**config.mk**
```make
export PLATFORM = sky130hd
export DESIGN_NAME = ffsa_fifo
export DESIGN_NICKNAME = d
export VERILOG_FILES = /design/src/ffsa_pkg.sv /design/src/ffsa_fifo.sv
export SDC_FILE = /design/constraint.sdc
export NUM_CORES = 1
export LEC_CHECK = 0
export ABC_AREA = 1
export BUFFER_PORTS_ARGS = -buffer_cell sky130_fd_sc_hd__buf_2
export CAP_MARGIN = 0
export CORE_MARGIN = 10
export CORE_UTILIZATION = 35
export DETAILED_ROUTE_END_ITERATION = 8
export PLACE_DENSITY = 0.69
export SETUP_SLACK_MARGIN = 0.05
export SLEW_MARGIN = 10
export SYNTH_ARGS = -nofsm -noshare
export SYNTH_HDL_FRONTEND = slang
export SYNTH_SLANG_ARGS = --single-unit
```
**constraint.sdc**
```tcl
create_clock -name clk_i -period 11.72 [get_ports clk_i]
set_input_delay 2.344 -clock clk_i [delete_from_list [all_inputs] [get_ports clk_i]]
set_output_delay 2.344 -clock clk_i [all_outputs]
set_load 0.02 [all_outputs]
```
**src/ffsa_pkg.sv**
```systemverilog
package ffsa_pkg;

  localparam int WORD_W = 32;
  localparam int LEN_W = 33;
  localparam int SUM_W = 34;
  localparam logic [WORD_W-1:0] WORD_BYTES = 32'd4;

  localparam logic [2:0] ST_OK      = 3'd0;
  localparam logic [2:0] ST_ZERO    = 3'd1;
  localparam logic [2:0] ST_NOFIT   = 3'd2;
  localparam logic [2:0] ST_RANGE   = 3'd3;
  localparam logic [2:0] ST_OVERLAP = 3'd4;
  localparam logic [2:0] ST_FULL    = 3'd5;

  localparam logic CFG_HEAP_BASE  = 1'b0;
  localparam logic CFG_HEAP_LIMIT = 1'b1;

  typedef enum logic [1:0] {
    OP_LOW   = 2'd0,
    OP_STACK = 2'd1,
    OP_FREE  = 2'd2,
    OP_NONE  = 2'd3
  } op_e;

  typedef enum logic [1:0] {
    CMD_REPORT,
    CMD_LOW,
    CMD_STACK,
    CMD_FREE
  } cmd_e;

  typedef struct packed {
    logic [1:0]        op;
    logic [WORD_W-1:0] size;
    logic [WORD_W-1:0] address;
  } in_item_t;

  typedef struct packed {
    logic [2:0]        status;
    logic [WORD_W-1:0] result_address;
    logic [WORD_W-1:0] free_total;
  } out_item_t;

  typedef struct packed {
    cmd_e              kind;
    logic [2:0]        status;
    logic [LEN_W-1:0]  n;
    logic [WORD_W-1:0] addr;
  } cmd_t;

  typedef struct packed {
    logic [WORD_W-1:0] start;
    logic [LEN_W-1:0]  len;
  } seg_t;

  typedef struct packed {
    logic [WORD_W-1:0] base;
    logic [WORD_W-1:0] limit;
  } heap_cfg_t;

endpackage

```
**src/ffsa_fifo.sv**
```systemverilog
module ffsa_fifo (
  input  logic          clk_i,
  input  logic          rst_ni,
  input  logic          push_i,
  input  ffsa_pkg::cmd_t push_data_i,
  output logic          full_o,
  output logic          valid_o,
  output ffsa_pkg::cmd_t data_o,
  input  logic          pop_i
);
  import ffsa_pkg::*;

  cmd_t       slot_q [2];
  logic       wp_q, rp_q;
  logic [1:0] cnt_q;

  assign full_o  = (cnt_q == 2'd2);
  assign valid_o = (cnt_q != 2'd0);
  assign data_o  = slot_q[rp_q];

  always_ff @(posedge clk_i) begin
    if (push_i) begin
      slot_q[wp_q] <= push_data_i;
    end
  end

  always_ff @(posedge clk_i or negedge rst_ni) begin
    if (!rst_ni) begin
      wp_q  <= 1'b0;
      rp_q  <= 1'b0;
      cnt_q <= 2'd0;
    end else begin
      if (push_i) begin
        wp_q <= ~wp_q;
      end
      if (pop_i) begin
        rp_q <= ~rp_q;
      end
      cnt_q <= cnt_q + {1'b0, push_i} - {1'b0, pop_i};
    end
  end

endmodule

```
==> impl_metrics.prom, run 1 <==
# TYPE chip_impl_metric gauge
chip_impl_metric{name="routed-via-count",unit=""} 3291
chip_impl_metric{name="portBuffers",unit=""} 145
chip_impl_metric{name="tritoncts_num_sinks",unit=""} 144
chip_impl_metric{name="ys_seq_area_share",unit="%"} 79.3
chip_impl_info{name="hold_class",value="flip-flop to flip-flop"} 1
chip_impl_metric{name="fp.dieW",unit="microns"} 145
chip_impl_metric{name="number_of_antenna_violations_at_the_first_check_in_global_routing",unit=""} 1
chip_impl_metric{name="post-place-ws",unit="ns"} 7.57
chip_impl_metric{name="hold_viol",unit=""} 0
chip_impl_metric{name="drt_drc_violations_left",unit=""} 0
chip_impl_metric{name="critPathRequiredTime",unit="ns"} 9.38
chip_impl_info{name="synth_common_cells",value="sky130_fd_sc_hd__edfxtp_1 (140), sky130_fd_sc_hd__inv_1 (77), sky130_fd_sc_hd__nand2_1 (77), sky130_fd_sc_hd__o21ai_0 (70), sky130_fd_sc_hd__clkbuf_8 (7)"} 1
chip_impl_metric{name="timing.slew.headroom",unit="%"} 34.9
chip_impl_metric{name="synth_edf_count",unit=""} 140
chip_impl_metric{name="first_global_vias",unit=""} 3527
chip_impl_metric{name="power_density",unit="nW/um^2"} 264
chip_impl_info{name="grt_setup_unrepaired",value="no"} 1
chip_impl_metric{name="max_freq",unit="MHz"} 233
chip_impl_metric{name="finalSetupTns",unit="ns"} 0
chip_impl_info{name="min_to",value="wp_q"} 1
chip_impl_info{name="yosys.area.top_type",value="sky130_fd_sc_hd__edfxtp_1"} 1
chip_impl_metric{name="max_cap_violations",unit=""} 0
chip_impl_metric{name="syn-instance-count",unit=""} 390
chip_impl_metric{name="worst-r2r-cell-count",unit=""} 3
chip_impl_info{name="timing.critical_path.from_type",value="flip-flop"} 1
chip_impl_metric{name="number_of_nets_in_the_final_layout",unit=""} 618
chip_impl_info{name="timing.setup.critical_path_class",value="flip-flop to output port"} 1
chip_impl_metric{name="layout_setup_ws",unit="ns"} 7.42
chip_impl_info{name="tritoncts_clock_tree",value="yes"} 1
chip_impl_metric{name="gp_routability_congestion",unit=""} 0.694
chip_impl_metric{name="finalSetupViolations",unit=""} 0
chip_impl_metric{name="cts-buffers-inserted",unit=""} 17
chip_impl_metric{name="hold_path_depth",unit=""} 1
chip_impl_metric{name="maxSlewViolCount",unit=""} 0
chip_impl_metric{name="grt_pass1_wl",unit="mm"} 17.9
chip_impl_metric{name="cts.clk_slew.worst_paths",unit="ns"} 0.05
chip_impl_metric{name="regToRegSetupSlack",unit="ns"} 9.82
chip_impl_metric{name="synth_top_area_share",unit="%"} 77.4
chip_impl_metric{name="period_share",unit="%"} 36.7
chip_impl_metric{name="io_pins",unit=""} 146
chip_impl_info{name="reg2reg_to",value="slot_q[1][56]"} 1
chip_impl_metric{name="placeableCoreArea",unit="sq um"} 15200
chip_impl_metric{name="worst-endpoint-arrival",unit="ns"} 1.95
chip_impl_info{name="r2r_start",value="wp_q"} 1
chip_impl_metric{name="tightest_slew",unit="ns"} 0.976
chip_impl_metric{name="cts_max_level",unit=""} 4
chip_impl_metric{name="syn_area",unit="sq um"} 5430
chip_impl_metric{name="first_pass_iters",unit=""} 5
chip_impl_info{name="post_synth_main_area_contributors",value="sky130_fd_sc_hd__edfxtp_1 (77%), sky130_fd_sc_hd__o21ai_0 (6.5%), sky130_fd_sc_hd__inv_1 (5.3%)"} 1
chip_impl_info{name="run_status",value="completed"} 1
chip_impl_metric{name="drive_above_1_share",unit="%"} 31.9
chip_impl_metric{name="first_iter_violations",unit=""} 129
chip_impl_metric{name="drt-vias-per-instance",unit=""} 4.42
chip_impl_metric{name="power_leakage",unit="nW"} 2.96
chip_impl_info{name="synthFlopType",value="sky130_fd_sc_hd__edfxtp_1"} 1
chip_impl_metric{name="clkLatencyLatePin",unit="ns"} 0.41
chip_impl_metric{name="die_area",unit="sq um"} 20900
chip_impl_metric{name="clock_tree.buffer_depth",unit=""} 2
chip_impl_metric{name="area_growth",unit="%"} 27.3
chip_impl_metric{name="synthDistinctLibCells",unit=""} 13
chip_impl_metric{name="ant_nets",unit=""} 0
chip_impl_metric{name="yosysWarnings",unit=""} 0
chip_impl_info{name="capturing_element_type_of_the_critical_path",value="output port"} 1
chip_impl_metric{name="multiInputGateArea",unit="sq um"} 702
chip_impl_metric{name="crit_path_max_fanout",unit=""} 76
chip_impl_info{name="root_buffer_cell",value="sky130_fd_sc_hd__clkbuf_16"} 1
chip_impl_metric{name="initial_utilization",unit="%"} 35.7
chip_impl_metric{name="drt_wl_total",unit="mm"} 11.4
chip_impl_metric{name="placement_rows",unit=""} 45
chip_impl_metric{name="total_grt_usage",unit="%"} 11.2
chip_impl_metric{name="syn_nets",unit=""} 466
chip_impl_metric{name="clock-skew-final",unit="ns"} 0.00712
chip_impl_metric{name="cts.hold.buffers_added",unit=""} 0
chip_impl_info{name="hp-start",value="wp_q"} 1
chip_impl_metric{name="async_flop_share",unit="%"} 2.78
chip_impl_metric{name="postSynthRegisterBits",unit=""} 144
chip_impl_metric{name="postCtsSetupBuffers",unit=""} 0
chip_impl_metric{name="grt_overflow",unit=""} 0
chip_impl_metric{name="ir_drop",unit="mV"} 0.125
chip_impl_metric{name="postCtsResizedCells",unit=""} 0
chip_impl_metric{name="die_height",unit="microns"} 145
chip_impl_metric{name="synth.avg_cell_area",unit="sq um"} 13.9
chip_impl_metric{name="nFillCells",unit=""} 1376
chip_impl_metric{name="post-route-min-period",unit="ns"} 4.30
chip_impl_metric{name="route.detailed.wl_per_inst",unit="microns"} 15.3
chip_impl_info{name="synth.most_common_cell",value="sky130_fd_sc_hd__edfxtp_1"} 1
chip_impl_metric{name="grt_max_degree",unit=""} 142
chip_impl_metric{name="hpwlAfterDp",unit="mm"} 7.71
chip_impl_metric{name="sequential_cell_area",unit="sq um"} 4310
layer usage:
layer | GRT usage [%] | part of all wire (%) | wire length [microns]
met2 | 19.0 | 51 | 5760
met4 | 4.57 | 1.7 | 196
met5 | 0 | 0 | 0
met3 | 5.41 | 8.4 | 955
met1 | 11.6 | 39 | 4460
how the worst max path moves through the flow:
stage | from | slack (ns) | depth (start not counted) | end
2_1_floorplan | push_i | 5.90 | 2 | slot_q[0][0]
6_report | rp_q | 7.42 | 4 | data_o[0]
4_1_cts | rp_q | 7.09 | 2 | data_o[18]
5_1_grt | rp_q | 7.20 | 4 | data_o[15]
3_3_place_gp | rp_q | 7.59 | 2 | data_o[60]
3_5_place_dp | rp_q | 7.57 | 2 | data_o[18]
worst max-delay path: stages (launching register included):
cell and delay (ns):
sky130_fd_sc_hd__dfrtp_4 0.78, sky130_fd_sc_hd__buf_16 0.30, sky130_fd_sc_hd__nand2_1 0.08, sky130_fd_sc_hd__o21ai_0 0.09, sky130_fd_sc_hd__buf_2 0.21
flip-flops by register name, indices dropped and copies added (netlist names):
register,count
cnt_q,2
rp_q,1
slot_q,140
wp_q,1
final cells by class:
| cell class | count | share of cell area, % |
|---|---|---|
| Antenna cell | 2 | 0.0724 |
| Clock buffer | 20 | 6.32 |
| Clock inverter | 12 | 2.41 |
| Inverter | 77 | 4.20 |
| Multi-Input combinational cell | 154 | 10.2 |
| Sequential cell | 144 | 62.3 |
| Tap cell | 188 | 3.40 |
| Timing Repair Buffer | 148 | 11.1 |
layout by cell type, fill, tap and decap left out:
cell type,netlist,routed
sky130_fd_sc_hd__buf_16,0,1
sky130_fd_sc_hd__buf_2,0,145
sky130_fd_sc_hd__buf_4,0,2
sky130_fd_sc_hd__bufinv_16,0,4
sky130_fd_sc_hd__clkbuf_1,5,3
sky130_fd_sc_hd__clkbuf_16,0,17
sky130_fd_sc_hd__clkinv_1,0,3
sky130_fd_sc_hd__clkinv_2,0,3
sky130_fd_sc_hd__clkinv_4,0,2
sky130_fd_sc_hd__clkinvlp_4,0,1
sky130_fd_sc_hd__dfrtp_1,4,3
sky130_fd_sc_hd__dfrtp_4,0,1
sky130_fd_sc_hd__diode_2,0,2
sky130_fd_sc_hd__edfxtp_1,140,140
sky130_fd_sc_hd__ha_1,2,2
sky130_fd_sc_hd__inv_1,77,76
sky130_fd_sc_hd__nand2_1,77,77
sky130_fd_sc_hd__nand3_1,1,1
sky130_fd_sc_hd__nor2_1,2,1
sky130_fd_sc_hd__nor2_4,0,1
sky130_fd_sc_hd__o21ai_0,70,70
sky130_fd_sc_hd__xor2_1,2,2
report_power, final:
group          internal, mW  switching [mW]  leakage (nW)
Combinational         0.156           0.376          1.31
Sequential            0.686          0.0543          1.36
Clock                 0.354           0.198         0.290
logic make-up after synthesis:
group | Yosys count | synth area share [%]
DFF | 144 | 79.3
xor gates and xnor gates | 2 | 0.323
and+or+nand+nor | 80 | 5.55
AOI/OAI and AO/OA | 70 | 6.45
adders and majority gates | 2 | 0.461
buffers and inverters | 92 | 7.93
through the flow:
| stage | instance area, sq um | cells | hold slack [ns] | util (%) | total power, mW |
|---|---|---|---|---|---|
| 4_1_cts | 6880 | 742 | 0.549 | 45.3 | 1.85 |
| 3_5_place_dp | 6280 | 710 | 0.542 | 41.3 | 1.29 |
| 2_1_floorplan | 5430 | 390 | 0.463 | - | 1.11 |
| 5_1_grt | 6910 | 743 | 0.602 | 45.4 | 1.93 |
| 3_3_place_gp | 6280 | 710 | 0.530 | 41.3 | 1.28 |
| 6_report | 6910 | 745 | 0.555 | 45.5 | 1.82 |
Note: power is estimated with default switching activity, not from simulation.
==> run 2: changes to the inputs <==
==> constraint.sdc (replaced) <==
create_clock -name clk_i -period 4.4 [get_ports clk_i]
set_input_delay 0.88 -clock clk_i [delete_from_list [all_inputs] [get_ports clk_i]]
set_output_delay 0.88 -clock clk_i [all_outputs]
set_load 0.02 [all_outputs]
==> run 2 against run 1 <==
Net effect: combinational power grew to 2.7 times the previous value; first-iteration DRC count is 7.0% higher; wire length is 3.7% lower; setup slack worse by 5.8 ns; final area is 1.1% lower; final cell count is 0.13% lower; non-clock buffer count is 1 higher; sequential share of layout area is 0.67 points higher; sequential cell count stayed put; global-route usage is 0.53 points lower; total power grew to 2.5 times the previous value; clock-buffer cell count stayed put; critical path type unchanged; highest routed layer unchanged.
==> impl_metrics.prom, run 2 (synthesized netlist as in run 1, its figures left out) <==
# TYPE chip_impl_metric gauge
chip_impl_metric{name="seqPwrFrac",unit="%"} 41.8
chip_impl_info{name="r2r_start",value="wp_q"} 1
chip_impl_metric{name="die_area",unit="sq um"} 20900
chip_impl_info{name="critical_path_launch_point",value="rp_q"} 1
chip_impl_metric{name="power_leakage",unit="nW"} 2.93
chip_impl_metric{name="first_pass_iters",unit=""} 4
chip_impl_metric{name="power_density",unit="nW/um^2"} 679
chip_impl_metric{name="hpwlAfterDp",unit="mm"} 7.49
chip_impl_metric{name="critPathRequiredTime",unit="ns"} 3.52
chip_impl_info{name="tritoncts_clock_tree",value="yes"} 1
chip_impl_metric{name="layout_setup_ws",unit="ns"} 1.62
chip_impl_metric{name="period_share",unit="%"} 63.1
chip_impl_metric{name="switching_share",unit="%"} 35.3
chip_impl_metric{name="clock_tree.buffer_depth",unit=""} 2
chip_impl_metric{name="die_height",unit="microns"} 145
chip_impl_metric{name="p_comb_share",unit="%"} 31.3
chip_impl_metric{name="grt_max_degree",unit=""} 142
chip_impl_metric{name="gp_routability_congestion",unit=""} 0.687
chip_impl_metric{name="worst-endpoint-arrival",unit="ns"} 1.90
chip_impl_metric{name="cts.clk_slew.worst_paths",unit="ns"} 0.05
chip_impl_metric{name="dpl_cell_area",unit="sq um"} 6290
chip_impl_metric{name="finalSetupTns",unit="ns"} 0
chip_impl_metric{name="power_report.internal_total",unit="mW"} 3.01
chip_impl_metric{name="hold_viol",unit=""} 0
chip_impl_metric{name="maxSlewViolCount",unit=""} 0
chip_impl_metric{name="ir_drop",unit="mV"} 0.286
chip_impl_info{name="run_status",value="completed"} 1
chip_impl_metric{name="crit_path_max_fanout",unit=""} 97
chip_impl_metric{name="ant_nets",unit=""} 0
chip_impl_metric{name="post-route-min-period",unit="ns"} 2.78
chip_impl_metric{name="placeableCoreArea",unit="sq um"} 15200
chip_impl_metric{name="number_of_antenna_violations_at_the_first_check_in_global_routing",unit=""} 2
chip_impl_metric{name="tightest_slew",unit="ns"} 0.774
chip_impl_metric{name="switchingPower",unit="mW"} 1.64
chip_impl_info{name="root_buffer_cell",value="sky130_fd_sc_hd__clkbuf_16"} 1
chip_impl_metric{name="area_growth",unit="%"} 26.0
chip_impl_metric{name="grt_overflow",unit=""} 0
chip_impl_metric{name="total_grt_usage",unit="%"} 10.7
chip_impl_info{name="timing.critical_path.to",value="data_o[5]"} 1
chip_impl_metric{name="cts-buffers-inserted",unit=""} 17
chip_impl_info{name="grt.busiest_layer",value="met2"} 1
chip_impl_metric{name="grt_pass1_wl",unit="mm"} 17.0
chip_impl_info{name="layout.cells.most_common_list",value="sky130_fd_sc_hd__buf_2 (145), sky130_fd_sc_hd__edfxtp_1 (140), sky130_fd_sc_hd__nand2_1 (77)"} 1
chip_impl_metric{name="tritoncts_num_sinks",unit=""} 144
chip_impl_metric{name="drt_wl_total",unit="mm"} 11.0
chip_impl_metric{name="fp.dieW",unit="microns"} 145
chip_impl_metric{name="number_of_nets_in_the_final_layout",unit=""} 619
chip_impl_metric{name="io_pins",unit=""} 146
chip_impl_metric{name="met1_layer_usage_reported_by_global_route",unit="%"} 11.5
chip_impl_info{name="top_regs",value="slot_q (140), cnt_q (2)"} 1
chip_impl_metric{name="clkLatencyLatePin",unit="ns"} 0.41
chip_impl_metric{name="clkPwrFrac",unit="%"} 26.8
chip_impl_metric{name="post-place-ws",unit="ns"} 1.68
chip_impl_metric{name="placement_rows",unit=""} 45
chip_impl_metric{name="route.detailed.wl_per_inst",unit="microns"} 14.7
chip_impl_metric{name="max_freq",unit="MHz"} 360
chip_impl_info{name="timing.setup.critical_path_class",value="flip-flop to output port"} 1
chip_impl_metric{name="postCtsSetupBuffers",unit=""} 0
chip_impl_metric{name="portBuffers",unit=""} 145
chip_impl_info{name="grt_setup_unrepaired",value="no"} 1
chip_impl_metric{name="drive_above_1_share",unit="%"} 31.8
chip_impl_metric{name="largest_register_ffs",unit=""} 140
chip_impl_metric{name="drt_drc_violations_left",unit=""} 0
chip_impl_info{name="final_common_cell",value="sky130_fd_sc_hd__buf_2"} 1
chip_impl_metric{name="first_global_vias",unit=""} 3358
chip_impl_metric{name="globalRouteMet2Util",unit="%"} 17.5
chip_impl_metric{name="regToRegSetupSlack",unit="ns"} 2.64
chip_impl_metric{name="worst-r2r-cell-count",unit=""} 2
chip_impl_metric{name="met3_usage_grt",unit="%"} 5.31
chip_impl_metric{name="finalSetupViolations",unit=""} 0
chip_impl_metric{name="postCtsResizedCells",unit=""} 0
chip_impl_metric{name="cts_max_level",unit=""} 4
chip_impl_metric{name="drt-vias-per-instance",unit=""} 4.32
chip_impl_metric{name="first_iter_violations",unit=""} 138
chip_impl_metric{name="clock-skew-final",unit="ns"} 0.0160
chip_impl_metric{name="initial_utilization",unit="%"} 35.7
chip_impl_metric{name="fin_area",unit="sq um"} 6840
chip_impl_info{name="largest_register",value="slot_q"} 1
chip_impl_info{name="timing.critical_path.from_type",value="flip-flop"} 1
chip_impl_metric{name="cts.hold.buffers_added",unit=""} 0
chip_impl_info{name="capturing_element_type_of_the_critical_path",value="output port"} 1
chip_impl_metric{name="max_cap_violations",unit=""} 0
chip_impl_info{name="reg2reg_to",value="slot_q[0][14]"} 1
chip_impl_metric{name="timing.slew.headroom",unit="%"} 48.3
chip_impl_metric{name="routed-via-count",unit=""} 3213
chip_impl_info{name="hold_class",value="primary input to asynchronous set/reset pin"} 1
==> run 2: layout make-up <==
class,count,area (sq um)
Antenna cell,3,7.51
Clock buffer,20,437
Clock inverter,9,71.3
Fill cell,1362,8360
Inverter,77,289
Multi-Input combinational cell,154,702
Sequential cell,144,4310
Tap cell,188,235
Timing Repair Buffer,149,788
==> run 2: how the worst min path moves through the flow <==
stage	to	depth (start not counted)
floorplan	wp_q	1
global placement	wp_q	1
detailed placement	wp_q	1
CTS	rp_q	1
global route	rp_q	1
finish	rp_q	1
==> run 2: worst max-delay path, stage by stage, from the launching register on <==
cell and delay, ns:
sky130_fd_sc_hd__dfrtp_4 0.68, sky130_fd_sc_hd__buf_16 0.32, sky130_fd_sc_hd__nand2_1 0.12, sky130_fd_sc_hd__o21ai_0 0.10, sky130_fd_sc_hd__buf_2 0.20
==> run 2: routing by layer <==
metal  part of all wire [%]  vias to the layer above
met5                      0                        -
met4                   0.78                        0
met3                    9.2                        7
met2                     50                       96
met1                     40                     1493
li1                       -                     1617
==> run 2: per-stage QoR <==
step	hold WS (ns)	instances	power (mW)	utilization (%)
after global placement	0.537	711	3.41	41.4
after global routing	0.250	741	4.93	44.9
after detailed placement	0.544	711	3.44	41.4
final	0.271	744	4.64	45.0
after floorplan	0.481	390	2.95	-
after CTS	0.244	740	4.71	44.7
==> run 2: power groups by stage <==
| stage | sequential [mW] | combinational, mW | clock, mW |
|---|---|---|---|
| after CTS | 2.05 | 1.37 | 1.29 |
| final | 1.94 | 1.45 | 1.25 |
| after detailed placement | 2.08 | 1.36 | 0 |
| after floorplan | 1.92 | 1.04 | 0 |
| after global placement | 2.07 | 1.34 | 0 |
| after global routing | 1.97 | 1.61 | 1.34 |
