--- config.mk ---
export PLATFORM = sky130hd
export DESIGN_NAME = ffsa_front
export DESIGN_NICKNAME = d
export VERILOG_FILES = /design/src/ffsa_pkg.sv /design/src/ffsa_front.sv
export SDC_FILE = /design/constraint.sdc
export NUM_CORES = 1
export LEC_CHECK = 0
export BUFFER_PORTS_ARGS = -buffer_cell sky130_fd_sc_hd__buf_2
export CAP_MARGIN = 20
export CORE_MARGIN = 8
export CORE_UTILIZATION = 45
export CTS_CLUSTER_SIZE = 30
export DETAILED_ROUTE_END_ITERATION = 8
export PLACE_DENSITY_LB_ADDON = 0.08
export SYNTH_ARGS = -nofsm -noshare
export SYNTH_HDL_FRONTEND = slang
export SYNTH_SLANG_ARGS = --single-unit
export TNS_END_PERCENT = 50
--- constraint.sdc ---
create_clock -name clk_i -period 7.4 [get_ports clk_i]
set_input_delay 1.11 -clock clk_i [delete_from_list [all_inputs] [get_ports clk_i]]
set_output_delay 1.11 -clock clk_i [all_outputs]
set_load 0.005 [all_outputs]
--- src/ffsa_pkg.sv ---
package ffsa_pkg;

  localparam int WORD_W = 32;
  localparam int LEN_W = 33;
  localparam int SUM_W = 34;
  localparam logic [WORD_W-1:0] WORD_BYTES = 32'd4;

  localparam logic [2:0] ST_OK      = 3'd0;
  localparam logic [2:0] ST_ZERO    = 3'd1;
  localparam logic [2:0] ST_NOFIT   = 3'd2;
  localparam logic [2:0] ST_RANGE   = 3'd3;
  localparam logic [2:0] ST_OVERLAP = 3'd4;
  localparam logic [2:0] ST_FULL    = 3'd5;

  localparam logic CFG_HEAP_BASE  = 1'b0;
  localparam logic CFG_HEAP_LIMIT = 1'b1;

  typedef enum logic [1:0] {
    OP_LOW   = 2'd0,
    OP_STACK = 2'd1,
    OP_FREE  = 2'd2,
    OP_NONE  = 2'd3
  } op_e;

  typedef enum logic [1:0] {
    CMD_REPORT,
    CMD_LOW,
    CMD_STACK,
    CMD_FREE
  } cmd_e;

  typedef struct packed {
    logic [1:0]        op;
    logic [WORD_W-1:0] size;
    logic [WORD_W-1:0] address;
  } in_item_t;

  typedef struct packed {
    logic [2:0]        status;
    logic [WORD_W-1:0] result_address;
    logic [WORD_W-1:0] free_total;
  } out_item_t;

  typedef struct packed {
    cmd_e              kind;
    logic [2:0]        status;
    logic [LEN_W-1:0]  n;
    logic [WORD_W-1:0] addr;
  } cmd_t;

  typedef struct packed {
    logic [WORD_W-1:0] start;
    logic [LEN_W-1:0]  len;
  } seg_t;

  typedef struct packed {
    logic [WORD_W-1:0] base;
    logic [WORD_W-1:0] limit;
  } heap_cfg_t;

endpackage

--- src/ffsa_front.sv ---
module ffsa_front #(
  parameter int GRANULE   = 8,
  parameter int ADDR_BITS = 32
) (
  input  logic                clk_i,
  input  logic                rst_ni,
  input  logic                in_valid_i,
  output logic                in_stall_o,
  input  ffsa_pkg::in_item_t  in_data_i,
  input  ffsa_pkg::heap_cfg_t cfg_i,
  output logic                push_o,
  output ffsa_pkg::cmd_t      push_data_o,
  input  logic                full_i
);
  import ffsa_pkg::*;

  localparam logic [WORD_W-1:0] ADDR_MAX =
      (ADDR_BITS >= 32) ? '1 : WORD_W'((64'd1 << ADDR_BITS) - 64'd1);
  localparam logic [LEN_W-1:0] GRAN_MASK = LEN_W'(GRANULE - 1);

  logic             busy_q, busy_d;
  in_item_t         item_q, item_d;

  logic [LEN_W-1:0] n;
  logic [SUM_W-1:0] blk_end;
  cmd_t             cmd;

  assign in_stall_o = busy_q;

  always_comb begin
    // The granule is a power of two, so rounding up is an add and a mask.
    n = ({1'b0, item_q.size} + GRAN_MASK) & ~GRAN_MASK;
    blk_end = {2'b0, item_q.address} + {1'b0, n};
    cmd.n      = n;
    cmd.addr   = item_q.address;
    cmd.status = ST_OK;
    cmd.kind   = CMD_REPORT;
    if (op_e'(item_q.op) == OP_NONE) begin
      cmd.kind = CMD_REPORT;
    end else if (item_q.size == '0) begin
      cmd.status = ST_ZERO;
    end else begin
      case (op_e'(item_q.op))
        OP_LOW:   cmd.kind = CMD_LOW;
        OP_STACK: cmd.kind = CMD_STACK;
        OP_FREE: begin
          if (item_q.address < cfg_i.base || item_q.address > cfg_i.limit ||
              blk_end > {2'b0, ADDR_MAX}) begin
            cmd.status = ST_RANGE;
          end else begin
            cmd.kind = CMD_FREE;
          end
        end
        default: cmd.kind = CMD_REPORT;
      endcase
    end
  end

  assign push_data_o = cmd;
  assign push_o      = busy_q && !full_i;

  always_comb begin
    busy_d = busy_q;
    item_d = item_q;
    if (!busy_q) begin
      if (in_valid_i) begin
        busy_d = 1'b1;
        item_d = in_data_i;
      end
    end else if (!full_i) begin
      busy_d = 1'b0;
    end
  end

  always_ff @(posedge clk_i) begin
    item_q <= item_d;
  end

  always_ff @(posedge clk_i or negedge rst_ni) begin
    if (!rst_ni) begin
      busy_q <= 1'b0;
    end else begin
      busy_q <= busy_d;
    end
  end

endmodule

==> results of run 1 <==
[Yosys cell counts (2+ instances only)]
cell / instances / share of area, %
sky130_fd_sc_hd__ha_1: 92 / 22
sky130_fd_sc_hd__a211oi_1: 5 / 0.71
sky130_fd_sc_hd__xor2_1: 6 / 1.0
sky130_fd_sc_hd__o21ai_0: 16 / 1.5
sky130_fd_sc_hd__nand2_1: 29 / 2.1
sky130_fd_sc_hd__nor3_1: 4 / 0.38
sky130_fd_sc_hd__a221o_1: 3 / 0.57
sky130_fd_sc_hd__a221oi_1: 2 / 0.33
sky130_fd_sc_hd__edfxtp_1: 66 / 38
sky130_fd_sc_hd__buf_4: 36 / 5.1
sky130_fd_sc_hd__nand4_1: 24 / 2.9
sky130_fd_sc_hd__a21oi_1: 32 / 3.0
sky130_fd_sc_hd__nor4_1: 9 / 1.1
sky130_fd_sc_hd__a31oi_1: 4 / 0.48
sky130_fd_sc_hd__xnor2_1: 23 / 3.8
sky130_fd_sc_hd__nor2_1: 15 / 1.1
sky130_fd_sc_hd__inv_1: 75 / 5.3
sky130_fd_sc_hd__and4_1: 5 / 0.83
sky130_fd_sc_hd__nand3_1: 21 / 2.0
sky130_fd_sc_hd__o221ai_1: 3 / 0.50
sky130_fd_sc_hd__nor2b_1: 3 / 0.36
sky130_fd_sc_hd__and3_1: 3 / 0.36
sky130_fd_sc_hd__a21o_1: 13 / 1.9
[layer usage]
metal	GRT usage, %	share of wire, %
met5	0	0
met4	7.21	2.0
met3	4.99	8.1
met2	33.2	49
met1	22.4	41
[per-stage QoR]
| step | worst slack, ps | power, uW | instances | utilization, % |
|---|---|---|---|---|
| 2_1_floorplan | 2860 | 647 | 519 | - |
| 3_3_place_gp | 2670 | 736 | 827 | 54.3 |
| 3_5_place_dp | 2550 | 747 | 827 | 54.3 |
| 4_1_cts | 2180 | 1210 | 843 | 57.1 |
| 5_1_grt | 1870 | 1250 | 843 | 57.1 |
| 6_report | 2170 | 1190 | 843 | 57.1 |
[registers in the layout, indices dropped and copies added, names as in the netlist]
signal       cells
in_stall_o       1
item_q          34
push_data_o     32
[final timing paths]
path	to	slack (ps)
max reg2reg	item_q[54]	5310
min reg2reg	in_stall_o	580
max	push_data_o[65]	2170
max in group asynchronous	in_stall_o	6780
min	in_stall_o	540
min in group clk_i	in_stall_o	580
[layout by cell type, fill, tap and decap left out, types with 2 or more instances in the layout]
cell / synthesis / layout
sky130_fd_sc_hd__nor4_1: 9 / 9
sky130_fd_sc_hd__inv_1: 75 / 75
sky130_fd_sc_hd__edfxtp_1: 66 / 66
sky130_fd_sc_hd__a21oi_1: 32 / 32
sky130_fd_sc_hd__a221oi_1: 2 / 2
sky130_fd_sc_hd__o21ai_0: 16 / 16
sky130_fd_sc_hd__a21o_1: 13 / 13
sky130_fd_sc_hd__bufinv_16: 0 / 2
sky130_fd_sc_hd__and3_1: 3 / 3
sky130_fd_sc_hd__clkbuf_16: 0 / 9
sky130_fd_sc_hd__clkinv_1: 0 / 2
sky130_fd_sc_hd__nor3_1: 4 / 4
sky130_fd_sc_hd__a211oi_1: 5 / 5
sky130_fd_sc_hd__conb_1: 1 / 4
sky130_fd_sc_hd__nor2_1: 15 / 15
sky130_fd_sc_hd__nand3_1: 21 / 21
sky130_fd_sc_hd__nand4_1: 24 / 24
sky130_fd_sc_hd__a221o_1: 3 / 3
sky130_fd_sc_hd__o221ai_1: 3 / 3
sky130_fd_sc_hd__nor2b_1: 3 / 2
sky130_fd_sc_hd__and4_1: 5 / 5
sky130_fd_sc_hd__ha_1: 92 / 92
sky130_fd_sc_hd__xor2_1: 6 / 6
sky130_fd_sc_hd__nand2_1: 29 / 29
sky130_fd_sc_hd__buf_2: 0 / 201
sky130_fd_sc_hd__xnor2_1: 23 / 23
sky130_fd_sc_hd__a31oi_1: 4 / 4
sky130_fd_sc_hd__clkinv_4: 0 / 2
[area by class of cell]
class | count | area share, %
Tap cell | 143 | 2.74
Timing Repair Buffer | 202 | 15.5
Inverter | 75 | 4.32
Clock buffer | 9 | 3.45
Sequential cell | 67 | 30.8
Clock inverter | 7 | 1.42
Multi-Input combinational cell | 340 | 41.7
[cell families after synthesis]
kind of cell	count (synthesis)	share of synthesized area [%]
XOR/XNOR	29	4.82
adder cells (fa/ha/maj)	93	22.2
AND/OR/NAND/NOR	124	13.2
other	1	0.0712
AO/OA/AOI/OAI	90	11.0
flip-flops	67	38.1
buffers and inverters	112	10.5
[power by group through the flow]
stage                     clock network, uW  registers (uW)  logic (uW)
after global routing                    480             495         279
after CTS                               468             491         249
after floorplan                           0             486         161
final                                   458             491         246
after global placement                    0             498         238
after detailed placement                  0             499         248
[worst reg2reg max path, stage by stage, from the launching register on]
cell and delay, ps:
sky130_fd_sc_hd__dfrtp_1 420, sky130_fd_sc_hd__nor2b_4 780, sky130_fd_sc_hd__buf_4 540
==> results by group, run 1 <==
Floorplan
  • Horizontal die dimension: 124 um
  • Height of the chip: 124 um
  • Starting density of the core: 46.1%
  • Row cnt: 39
  • Boundary Pins: 206
  • Core region area: 11400 um^2
  • Area of the die: 15400 um^2

Power and ir drop
  • Power density cells: 183 nW/um^2
  • Clock power share: 38.3%
  • NetSw: 330 uW
  • Net switching fraction of the power: 27.6%
  • Share of total power in sequential cells: 41.1%
  • Cell Int Power: 865 uW
  • Maximum VDD drop: 0.000159 V
  • Logic gate share of total power: 20.6%
  • LEAKAGE: 0.00320 uW

CTS
  • Number of buffers created by CTS: 9
  • Clock tree root driver cell: sky130_fd_sc_hd__clkbuf_16
  • Htree depth: 3
  • Post-cts resize count: 0
  • # clock sinks: 67
  • Clock tree from TritonCTS: built
  • Post-CTS setup-driven buffer insertion count: 0
  • Clock-pin slew reported for the worst setup and hold paths after clock tree synthesis: 60 ps
  • Longest Clk Path Bufs: 2
  • Hold_buf cts: 0
  • Later-pin clock latency in the skew report: 340 ps

Layout
  • # diodes: 0
  • Final instance area: 6520 um^2
  • Total area of multi-input combinational cells: 2720 um^2
  • Fraction of final layout cells sized beyond drive strength 1: 32.1%
  • Filler cell count: 1028
  • Fin nets: 922
  • Sequential cell area: 2010 um^2
  • Area delta synth->final: 23.8%

Yosys
  • Share of synthesized flip-flops with an asynchronous set or reset: 1.49%
  • Synthesis warning total: 0
  • Number of standard cells after synthesis: 516
  • Sequential element share of the synthesized area: 38.1%
  • Summed instance area of the synthesized netlist: 5270 um^2
  • Seq cells post-synth: 67
  • EDFF count, synth: 66
  • Synth Area per Inst: 10.2 um^2
  • Number of library cell types mapped by synthesis: 50
  • Post-synth top flop: sky130_fd_sc_hd__edfxtp_1

Detailed routing
  • Number of antenna-violating nets in the routed design: 0
  • DRC violations left: 0
  • First-iteration detailed-routing DRC count: 180
  • Per-cell via count in the routed design: 5.24
  • Total Wirelength: 15100 um
  • Number of search-and-repair iterations in the first detailed-routing pass: 4
  • Total number of vias: 4417
  • Routed len/inst: 17.9 um

Placed design
  • HPWL after DPL: 12900 um
  • Placer congestion estimate: 0.854
  • Buffers added on ports: 201
  • Placed cell area: 6200 um^2

Critical path
  • Crit path max-delay family: simple AND/OR/NAND/NOR gates
  • Worst r2r src: in_stall_o
  • Setup crit end kind: output pin
  • Maximum cell stage delay along the critical path: 460 ps
  • Slowest-stage cell, CP: sky130_fd_sc_hd__a2111oi_2
  • CP required: 6290 ps
  • Worst R2R Path Depth: 2
  • Crit path buffers/inverters: 1
  • Element type at the critical path start: flop
  • CP cell instances: nand4_1 -> nor3_4 -> nand2_1 -> nor2_1 -> and3_1 -> nand4_1 -> xnor2_1 -> ha_1 -> nand4_1 -> nor2_1 -> and3_1 -> o31ai_1 -> a2111oi_2 -> o221a_2 -> a21oi_1 -> buf_2
  • Arrival time at the worst endpoint: 4120 ps
  • Origin of the worst setup path: item_q[37]
  • Worst setup path category: flop to output pin
  • Crit path max fanout: 6
  • Cell count along the critical path: 16
  • Cell seen most often among critical-path stages: sky130_fd_sc_hd__nand4_1

Global route
  • Global-route wire length before repair: 22500 um
  • Antenna violations before repair: 0
  • Largest net degree at the start of global routing: 36
  • Vias in the first global route: 4576
  • Global route total overflow: 0
  • Overall track demand over capacity in global routing: 19.2%

STA
  • Final period util: 70.7%
  • Setup repair after global routing missed its margin: no
  • Highest clock frequency the design can meet: 191 MHz
  • Remaining max-slew budget at the tightest pin: 34.6%
  • Max Slew Vio Count: 0
  • Final Skew: 7.59 ps
  • Minimum clock period after layout: 5230 ps
  • Final hold viol count: 0
  • Aggregate negative setup slack: 0 ps
  • Worst Hold Slack: 540 ps
  • Slew at the pin closest to its max-slew limit: 979 ps
  • Number of endpoints failing setup at the final stage: 0

Hold path
  • Min-Delay Path Class: input pin to asynchronous set/reset pin

Job
  • Max-cap violation count: 0

Status
  • Result of the run: complete, no violations
Note: power is estimated with default switching activity, not from simulation.
==> run 2: changes to the inputs <==
==> constraint.sdc (replaced) <==
create_clock -name clk_i -period 4.52 [get_ports clk_i]
set_input_delay 0.678 -clock clk_i [delete_from_list [all_inputs] [get_ports clk_i]]
set_output_delay 0.678 -clock clk_i [all_outputs]
set_load 0.005 [all_outputs]
==> run 2 against run 1 <==
Sequential power rose by 63%. Design area rose by 3.7%. Routed wire length rose by 4.2%. First-iteration DRC count rose by 26%. Via count rose by 3.8%. Clock power rose by 36%. Combinational power rose by 78%. Critical path depth did not move. Total power rose by 56%. Critical endpoint unchanged. Largest power group unchanged. Highest routed layer unchanged.
==> results by group, run 2 (same netlist as run 1, synthesis figures left out) <==
Job
  • Max-cap violation count: 0 (unchanged)

Placed design
  • HPWL after DPL: 13000 um (was 12900 um)
  • Cell count after placement: 831 (was 827)
  • Placed cell area: 6230 um^2 (was 6200 um^2)
  • Buffers added on ports: 201 (unchanged)
  • Placer congestion estimate: 0.906 (was 0.854)

Detailed routing
  • Routed len/inst: 18.1 um (was 17.9 um)
  • Per-cell via count in the routed design: 5.28 (was 5.24)
  • Number of antenna-violating nets in the routed design: 0 (unchanged)
  • DRC violations left: 0 (unchanged)
  • Total number of vias: 4583 (was 4417)
  • Total Wirelength: 15700 um (was 15100 um)
  • First-iteration detailed-routing DRC count: 226 (was 180)
  • Number of search-and-repair iterations in the first detailed-routing pass: 4 (unchanged)

Layout
  • Fin nets: 947 (was 922)
  • Commonest non-fill, non-tap cell in the layout: sky130_fd_sc_hd__buf_2 (unchanged)
  • Filler cell count: 999 (was 1028)
  • Final core utilization: 59.2% (was 57.1%)
  • Total area of multi-input combinational cells: 2830 um^2 (was 2720 um^2)
  • Leading cell types in the layout, fill and taps excluded: sky130_fd_sc_hd__buf_2 (201), sky130_fd_sc_hd__ha_1 (92), sky130_fd_sc_hd__inv_1 (75) (unchanged)
  • Largest register by flop count: item_q (unchanged)
  • Area delta synth->final: 28.5% (was 23.8%)
  • Largest register FFs: 34 (unchanged)
  • Final instance area: 6770 um^2 (was 6520 um^2)
  • Non-filler cells, final: 868 (was 843)
  • Fraction of final layout cells sized beyond drive strength 1: 36.3% (was 32.1%)
  • # diodes: 0 (unchanged)
  • Sequential cell area: 2010 um^2 (unchanged)

CTS
  • Clock tree root driver cell: sky130_fd_sc_hd__clkbuf_16 (unchanged)
  • # clock sinks: 67 (unchanged)
  • Number of buffers created by CTS: 9 (unchanged)
  • Htree depth: 3 (unchanged)
  • Longest Clk Path Bufs: 2 (unchanged)
  • Clock tree from TritonCTS: built (unchanged)
  • Hold_buf cts: 0 (unchanged)
  • Later-pin clock latency in the skew report: 340 ps (about the same)
  • Clock-pin slew reported for the worst setup and hold paths after clock tree synthesis: 50 ps (was 60 ps)

Critical path
  • Element type at the critical path start: flop (unchanged)
  • Cell seen most often among critical-path stages: sky130_fd_sc_hd__nand4_1 (unchanged)
  • CP cell instances: nand4_1 -> nor4_4 -> nand2_2 -> nor2_4 -> and3_4 -> nand4_1 -> xnor2_2 -> ha_1 -> nand4_1 -> nor2_2 -> and3_4 -> o31ai_4 -> a2111oi_4 -> o221a_2 -> a21oi_2 -> buf_2 (was nand4_1 -> nor3_4 -> nand2_1 -> nor2_1 -> and3_1 -> nand4_1 -> xnor2_1 -> ha_1 -> nand4_1 -> nor2_1 -> and3_1 -> o31ai_1 -> a2111oi_2 -> o221a_2 -> a21oi_1 -> buf_2)
  • Worst setup path category: flop to output pin (unchanged)
  • Crit path buffers/inverters: 1 (unchanged)
  • Arrival time at the worst endpoint: 3810 ps (was 4120 ps)
  • Maximum cell stage delay along the critical path: 390 ps (was 460 ps)
  • Crit path max-delay family: simple AND/OR/NAND/NOR gates (unchanged)
  • Crit path max fanout: 4 (was 6)
  • CP required: 3840 ps (was 6290 ps)
  • Setup crit end kind: output pin (unchanged)
  • Slowest-stage cell, CP: sky130_fd_sc_hd__edfxtp_1 (was sky130_fd_sc_hd__a2111oi_2)

Floorplan
  • Starting density of the core: 46.1% (unchanged)
  • Row cnt: 39 (unchanged)
  • Horizontal die dimension: 124 um (unchanged)
  • Boundary Pins: 206 (unchanged)
  • Core region area: 11400 um^2 (unchanged)
  • Area of the die: 15400 um^2 (unchanged)
  • Height of the chip: 124 um (unchanged)

Global route
  • Vias in the first global route: 4797 (was 4576)
  • Antenna violations before repair: 0 (unchanged)
  • Largest net degree at the start of global routing: 68 (was 36)
  • Global route total overflow: 0 (unchanged)
  • Overall track demand over capacity in global routing: 19.7% (was 19.2%)
  • Global-route wire length before repair: 23300 um (was 22500 um)

STA
  • Final hold viol count: 0 (unchanged)
  • Final period util: 99.4%
  • Max Slew Vio Count: 0 (unchanged)
  • Slew at the pin closest to its max-slew limit: 866 ps (was 979 ps)
  • Final Skew: 5.98 ps (was 7.59 ps)
  • Setup repair after global routing missed its margin: yes (was no)
  • Minimum clock period after layout: 4490 ps
  • Remaining max-slew budget at the tightest pin: 42.3% (was 34.6%)
  • Highest clock frequency the design can meet: 223 MHz
  • Number of endpoints failing setup at the final stage: 0 (unchanged)

Power and ir drop
  • Logic gate share of total power: 23.5% (was 20.6%)
  • Share of total power in sequential cells: 42.9% (was 41.1%)
  • NetSw: 543 uW (was 330 uW)
  • Clock power share: 33.5% (was 38.3%)
  • LEAKAGE: 0.00331 uW (was 0.00320 uW)
  • Maximum VDD drop: 0.000241 V (was 0.000159 V)
  • Cell Int Power: 1320 uW (was 865 uW)
  • Net switching fraction of the power: 29.1% (was 27.6%)
  • Power density cells: 275 nW/um^2 (was 183 nW/um^2)

Status
  • Result of the run: complete, no violations (unchanged)

Hold path
  • Min-Delay Path Class: input pin to asynchronous set/reset pin (unchanged)
==> run 2: worst paths after layout <==
| check | startpoint | end | slack [ps] | cells past startpoint |
|---|---|---|---|---|
| max in group asynchronous | rst_ni | in_stall_o | 4330 | 1 |
| min | rst_ni | in_stall_o | 110 | 1 |
| max | item_q[44] | push_data_o[65] | 30 | 16 |
| max reg2reg | in_stall_o | push_data_o[13] | 2890 | 2 |
| min in group clk_i | in_data_i[24] | push_data_o[24] | 510 | 1 |
| min reg2reg | in_stall_o | in_stall_o | 580 | 1 |
==> run 2: per-stage QoR <==
step                      power [uW]  setup WS (ps)  hold slack, ps  TNS, ps
after CTS                       1870           8.58            95.7        0
after global placement          1210            231             453        0
final                           1860           28.6             108        0
after detailed placement        1230           58.5             457        0
after global routing            1970           -163            97.9     -530
after floorplan                 1060            410             382        0
==> run 2: power by group through the flow <==
| stage | registers, uW | clock network, uW | logic (uW) |
|---|---|---|---|
| 6_report | 800 | 625 | 438 |
| 3_5_place_dp | 816 | 0 | 414 |
| 2_1_floorplan | 796 | 0 | 263 |
| 3_3_place_gp | 814 | 0 | 395 |
| 4_1_cts | 800 | 646 | 425 |
| 5_1_grt | 806 | 668 | 494 |
==> run 2: repair_timing <==
action                     4_1_cts  5_1_grt
buffers inserted                 7       14
gates resized for setup          2       19
setup endpoints to repair        4        4
pin swaps                        4       12
==> run 2: area by class of cell <==
type | instances | share of cell area (%)
multi-input cells | 340 | 41.9
flip-flops and latches | 67 | 29.7
repair buffers | 227 | 17.8
inverters | 75 | 4.16
clock buffers | 11 | 3.44
well taps | 143 | 2.64
clock inverters | 5 | 0.444
==> run 2: per-layer routing <==
| layer | part of all wire [%] | track usage (%) | vias to the layer above |
|---|---|---|---|
| met5 | 0 | 0 | - |
| met4 | 2.6 | 7.88 | 0 |
| met3 | 7.8 | 5.17 | 30 |
| met2 | 49 | 33.9 | 169 |
| met1 | 40 | 23.0 | 2117 |
| li1 | - | - | 2267 |
==> run 3: changes to the inputs <==
--- a/config.mk
+++ b/config.mk
@@ -7,6 +7,7 @@
 export LEC_CHECK = 0
 export BUFFER_PORTS_ARGS = -buffer_cell sky130_fd_sc_hd__buf_2
 export CAP_MARGIN = 20
+export CORE_ASPECT_RATIO = 0.6
 export CORE_MARGIN = 8
 export CORE_UTILIZATION = 45
 export CTS_CLUSTER_SIZE = 30
==> run 3 against run 2 <==
Design area up 1.1%. Fmax is 0.39% higher. Routed wire length increased by 9.0%. Core utilization up 0.86 points.
==> results by group, run 3 (same netlist as run 1, synthesis figures left out) <==
Power and ir drop
  • Total Power: 1960 uW (was 1860 uW)
  • Power density cells: 287 nW/um^2 (was 275 nW/um^2)
  • LEAKAGE: 0.00334 uW (was 0.00331 uW)
  • Maximum VDD drop: 0.000236 V (was 0.000241 V)

Floorplan
  • Boundary Pins: 206 (unchanged)
  • Core region area: 11400 um^2 (about the same)
  • Horizontal die dimension: 156 um (was 124 um)
  • Row cnt: 30 (was 39)
  • Height of the chip: 99.8 um (was 124 um)
  • Area of the die: 15500 um^2 (was 15400 um^2)
  • Starting density of the core: 46.3% (was 46.1%)

STA
  • Final Skew: 12.2 ps (was 5.98 ps)
  • Aggregate negative setup slack: 0 ps (unchanged)
  • Number of endpoints failing setup at the final stage: 0 (unchanged)
  • Max Slew Vio Count: 0 (unchanged)
  • Slew at the pin closest to its max-slew limit: 847 ps (was 866 ps)
  • Remaining max-slew budget at the tightest pin: 43.4% (was 42.3%)
  • Highest clock frequency the design can meet: 224 MHz (was 223 MHz)
  • Final period util: 99.0% (was 99.4%)
  • Minimum clock period after layout: 4470 ps (was 4490 ps)
  • Final hold viol count: 0 (unchanged)
  • Setup repair after global routing missed its margin: yes (unchanged)
  • Worst Hold Slack: 98.8 ps (was 108 ps)

Layout
  • Fin nets: 947 (unchanged)
  • Leading cell types in the layout, fill and taps excluded: sky130_fd_sc_hd__buf_2 (201), sky130_fd_sc_hd__ha_1 (92), sky130_fd_sc_hd__inv_1 (75) (unchanged)
  • # diodes: 0 (unchanged)
  • Largest register by flop count: item_q (unchanged)
  • Largest register FFs: 34 (unchanged)
  • Final core utilization: 60.1% (was 59.2%)
  • Commonest non-fill, non-tap cell in the layout: sky130_fd_sc_hd__buf_2 (unchanged)
  • Fraction of final layout cells sized beyond drive strength 1: 36.8% (was 36.3%)
  • Area delta synth->final: 29.8% (was 28.5%)

Global route
  • Vias in the first global route: 4790 (was 4797)
  • Fraction of met2 tracks used by global routing: 32.5% (was 33.9%)
  • Overall track demand over capacity in global routing: 21.3% (was 19.7%)
  • Global-route wire length before repair: 25700 um (was 23300 um)
  • Layer with the highest usage: met2 (unchanged)
  • Fraction of met1 tracks used by global routing: 27.8% (was 23.0%)
  • Global-route track usage on met3: 6.91% (was 5.17%)
  • Antenna violations before repair: 0 (unchanged)
  • Largest net degree at the start of global routing: 41 (was 68)
  • Global route total overflow: 0 (unchanged)

Status
  • Result of the run: complete, no violations (unchanged)

Critical path
  • Setup crit end kind: output pin (unchanged)
  • Slowest-stage cell, CP: sky130_fd_sc_hd__edfxtp_1 (unchanged)
  • Maximum cell stage delay along the critical path: 380 ps (was 390 ps)
  • Worst r2r src: in_stall_o (unchanged)
  • CP required: 3840 ps (about the same)
  • Crit path max fanout: 4 (unchanged)
  • Cell seen most often among critical-path stages: sky130_fd_sc_hd__nand4_1 (unchanged)
  • Worst setup path category: flop to output pin (unchanged)
  • CP cell instances: nand4_1 -> nor4_4 -> nand2_2 -> nor2_4 -> and3_4 -> nand4_1 -> xnor2_2 -> ha_1 -> nand4_1 -> nor2_2 -> and3_4 -> o31ai_4 -> a2111oi_4 -> o221a_2 -> a21oi_2 -> buf_2 (unchanged)
  • Element type at the critical path start: flop (unchanged)
  • Arrival time at the worst endpoint: 3800 ps (was 3810 ps)
  • Origin of the worst setup path: item_q[44] (unchanged)

CTS
  • Longest Clk Path Bufs: 2 (unchanged)
  • Clock-pin slew reported for the worst setup and hold paths after clock tree synthesis: 60 ps (was 50 ps)
  • # clock sinks: 67 (unchanged)
  • Hold_buf cts: 0 (unchanged)
  • Clock tree from TritonCTS: built (unchanged)
  • Number of buffers created by CTS: 9 (unchanged)
  • Clock tree root driver cell: sky130_fd_sc_hd__clkbuf_16 (unchanged)
  • Later-pin clock latency in the skew report: 340 ps (about the same)
  • Htree depth: 3 (unchanged)

Hold path
  • Min-Delay Path Class: input pin to asynchronous set/reset pin (unchanged)

Detailed routing
  • DRC violations left: 0 (unchanged)
  • Number of antenna-violating nets in the routed design: 0 (unchanged)
  • Total Wirelength: 17100 um (was 15700 um)
  • Total number of vias: 4692 (was 4583)
  • Per-cell via count in the routed design: 5.30 (was 5.28)
  • First-iteration detailed-routing DRC count: 282 (was 226)
  • Routed len/inst: 19.4 um (was 18.1 um)
  • Number of search-and-repair iterations in the first detailed-routing pass: 5 (was 4)

Job
  • Max-cap violation count: 0 (unchanged)

Placed design
  • Placer congestion estimate: 0.903 (was 0.906)
  • HPWL after DPL: 13800 um (was 13000 um)
  • Buffers added on ports: 201 (unchanged)
[run 3: cell type report]
class,instances,area [um^2]
fillers,956,4540
multi-input cells,340,2850
flip-flops and latches,67,2010
repair buffers,227,1200
inverters,75,282
clock buffers,9,225
well taps,160,200
clock inverters,7,73.8
[run 3: through the flow]
stage	worst slack (ps)	cells	cell area (um^2)
detailed placement	118	845	6230
finish	46.2	885	6840
floorplan	410	519	5280
CTS	16.3	873	6640
global placement	272	845	6230
global route	-163	885	6840
[run 3: routing by layer]
| layer | share of wire (%) | wire length (um) | vias up |
|---|---|---|---|
| li1 | - | - | 2263 |
| met1 | 46 | 7970 | 2163 |
| met5 | 0 | 0 | - |
| met2 | 43 | 7310 | 227 |
| met4 | 2.8 | 485 | 0 |
| met3 | 8.0 | 1370 | 39 |
[run 3: path summary, 6_finish.rpt]
| kind | endpoint | slack [ps] | cells past startpoint |
|---|---|---|---|
| hold / removal | in_stall_o | 100 | 1 |
| max in group asynchronous | in_stall_o | 4340 | 1 |
| setup / recovery | push_data_o[65] | 50 | 16 |
| min in group clk_i | push_data_o[9] | 510 | 1 |
| hold reg to reg | in_stall_o | 580 | 1 |
| setup reg to reg | item_q[36] | 2430 | 2 |
[run 3: worst max-delay path: cells and delay by family, from the launching register on]
kind,cells,cell delay (ps)
XOR/XNOR,1,190
AO/OA/AOI/OAI,4,790
flip-flops,1,380
AND/OR/NAND/NOR,9,1660
buffers and inverters,1,130
adder cells (fa/ha/maj),1,300
[run 3: what timing repair did]
item	in CTS	in global routing
gates cloned	0	0
buffers inserted	12	12
gates resized for setup	3	19
setup endpoints to repair	4	4
pin swaps	3	14
[run 3: power by group]
group / internal, uW / total (uW) / switching, uW
logic: 210 / 443 / 233
clock network: 429 / 713 / 284
registers: 743 / 805 / 62.1
total: 1380 / 1960 / 579
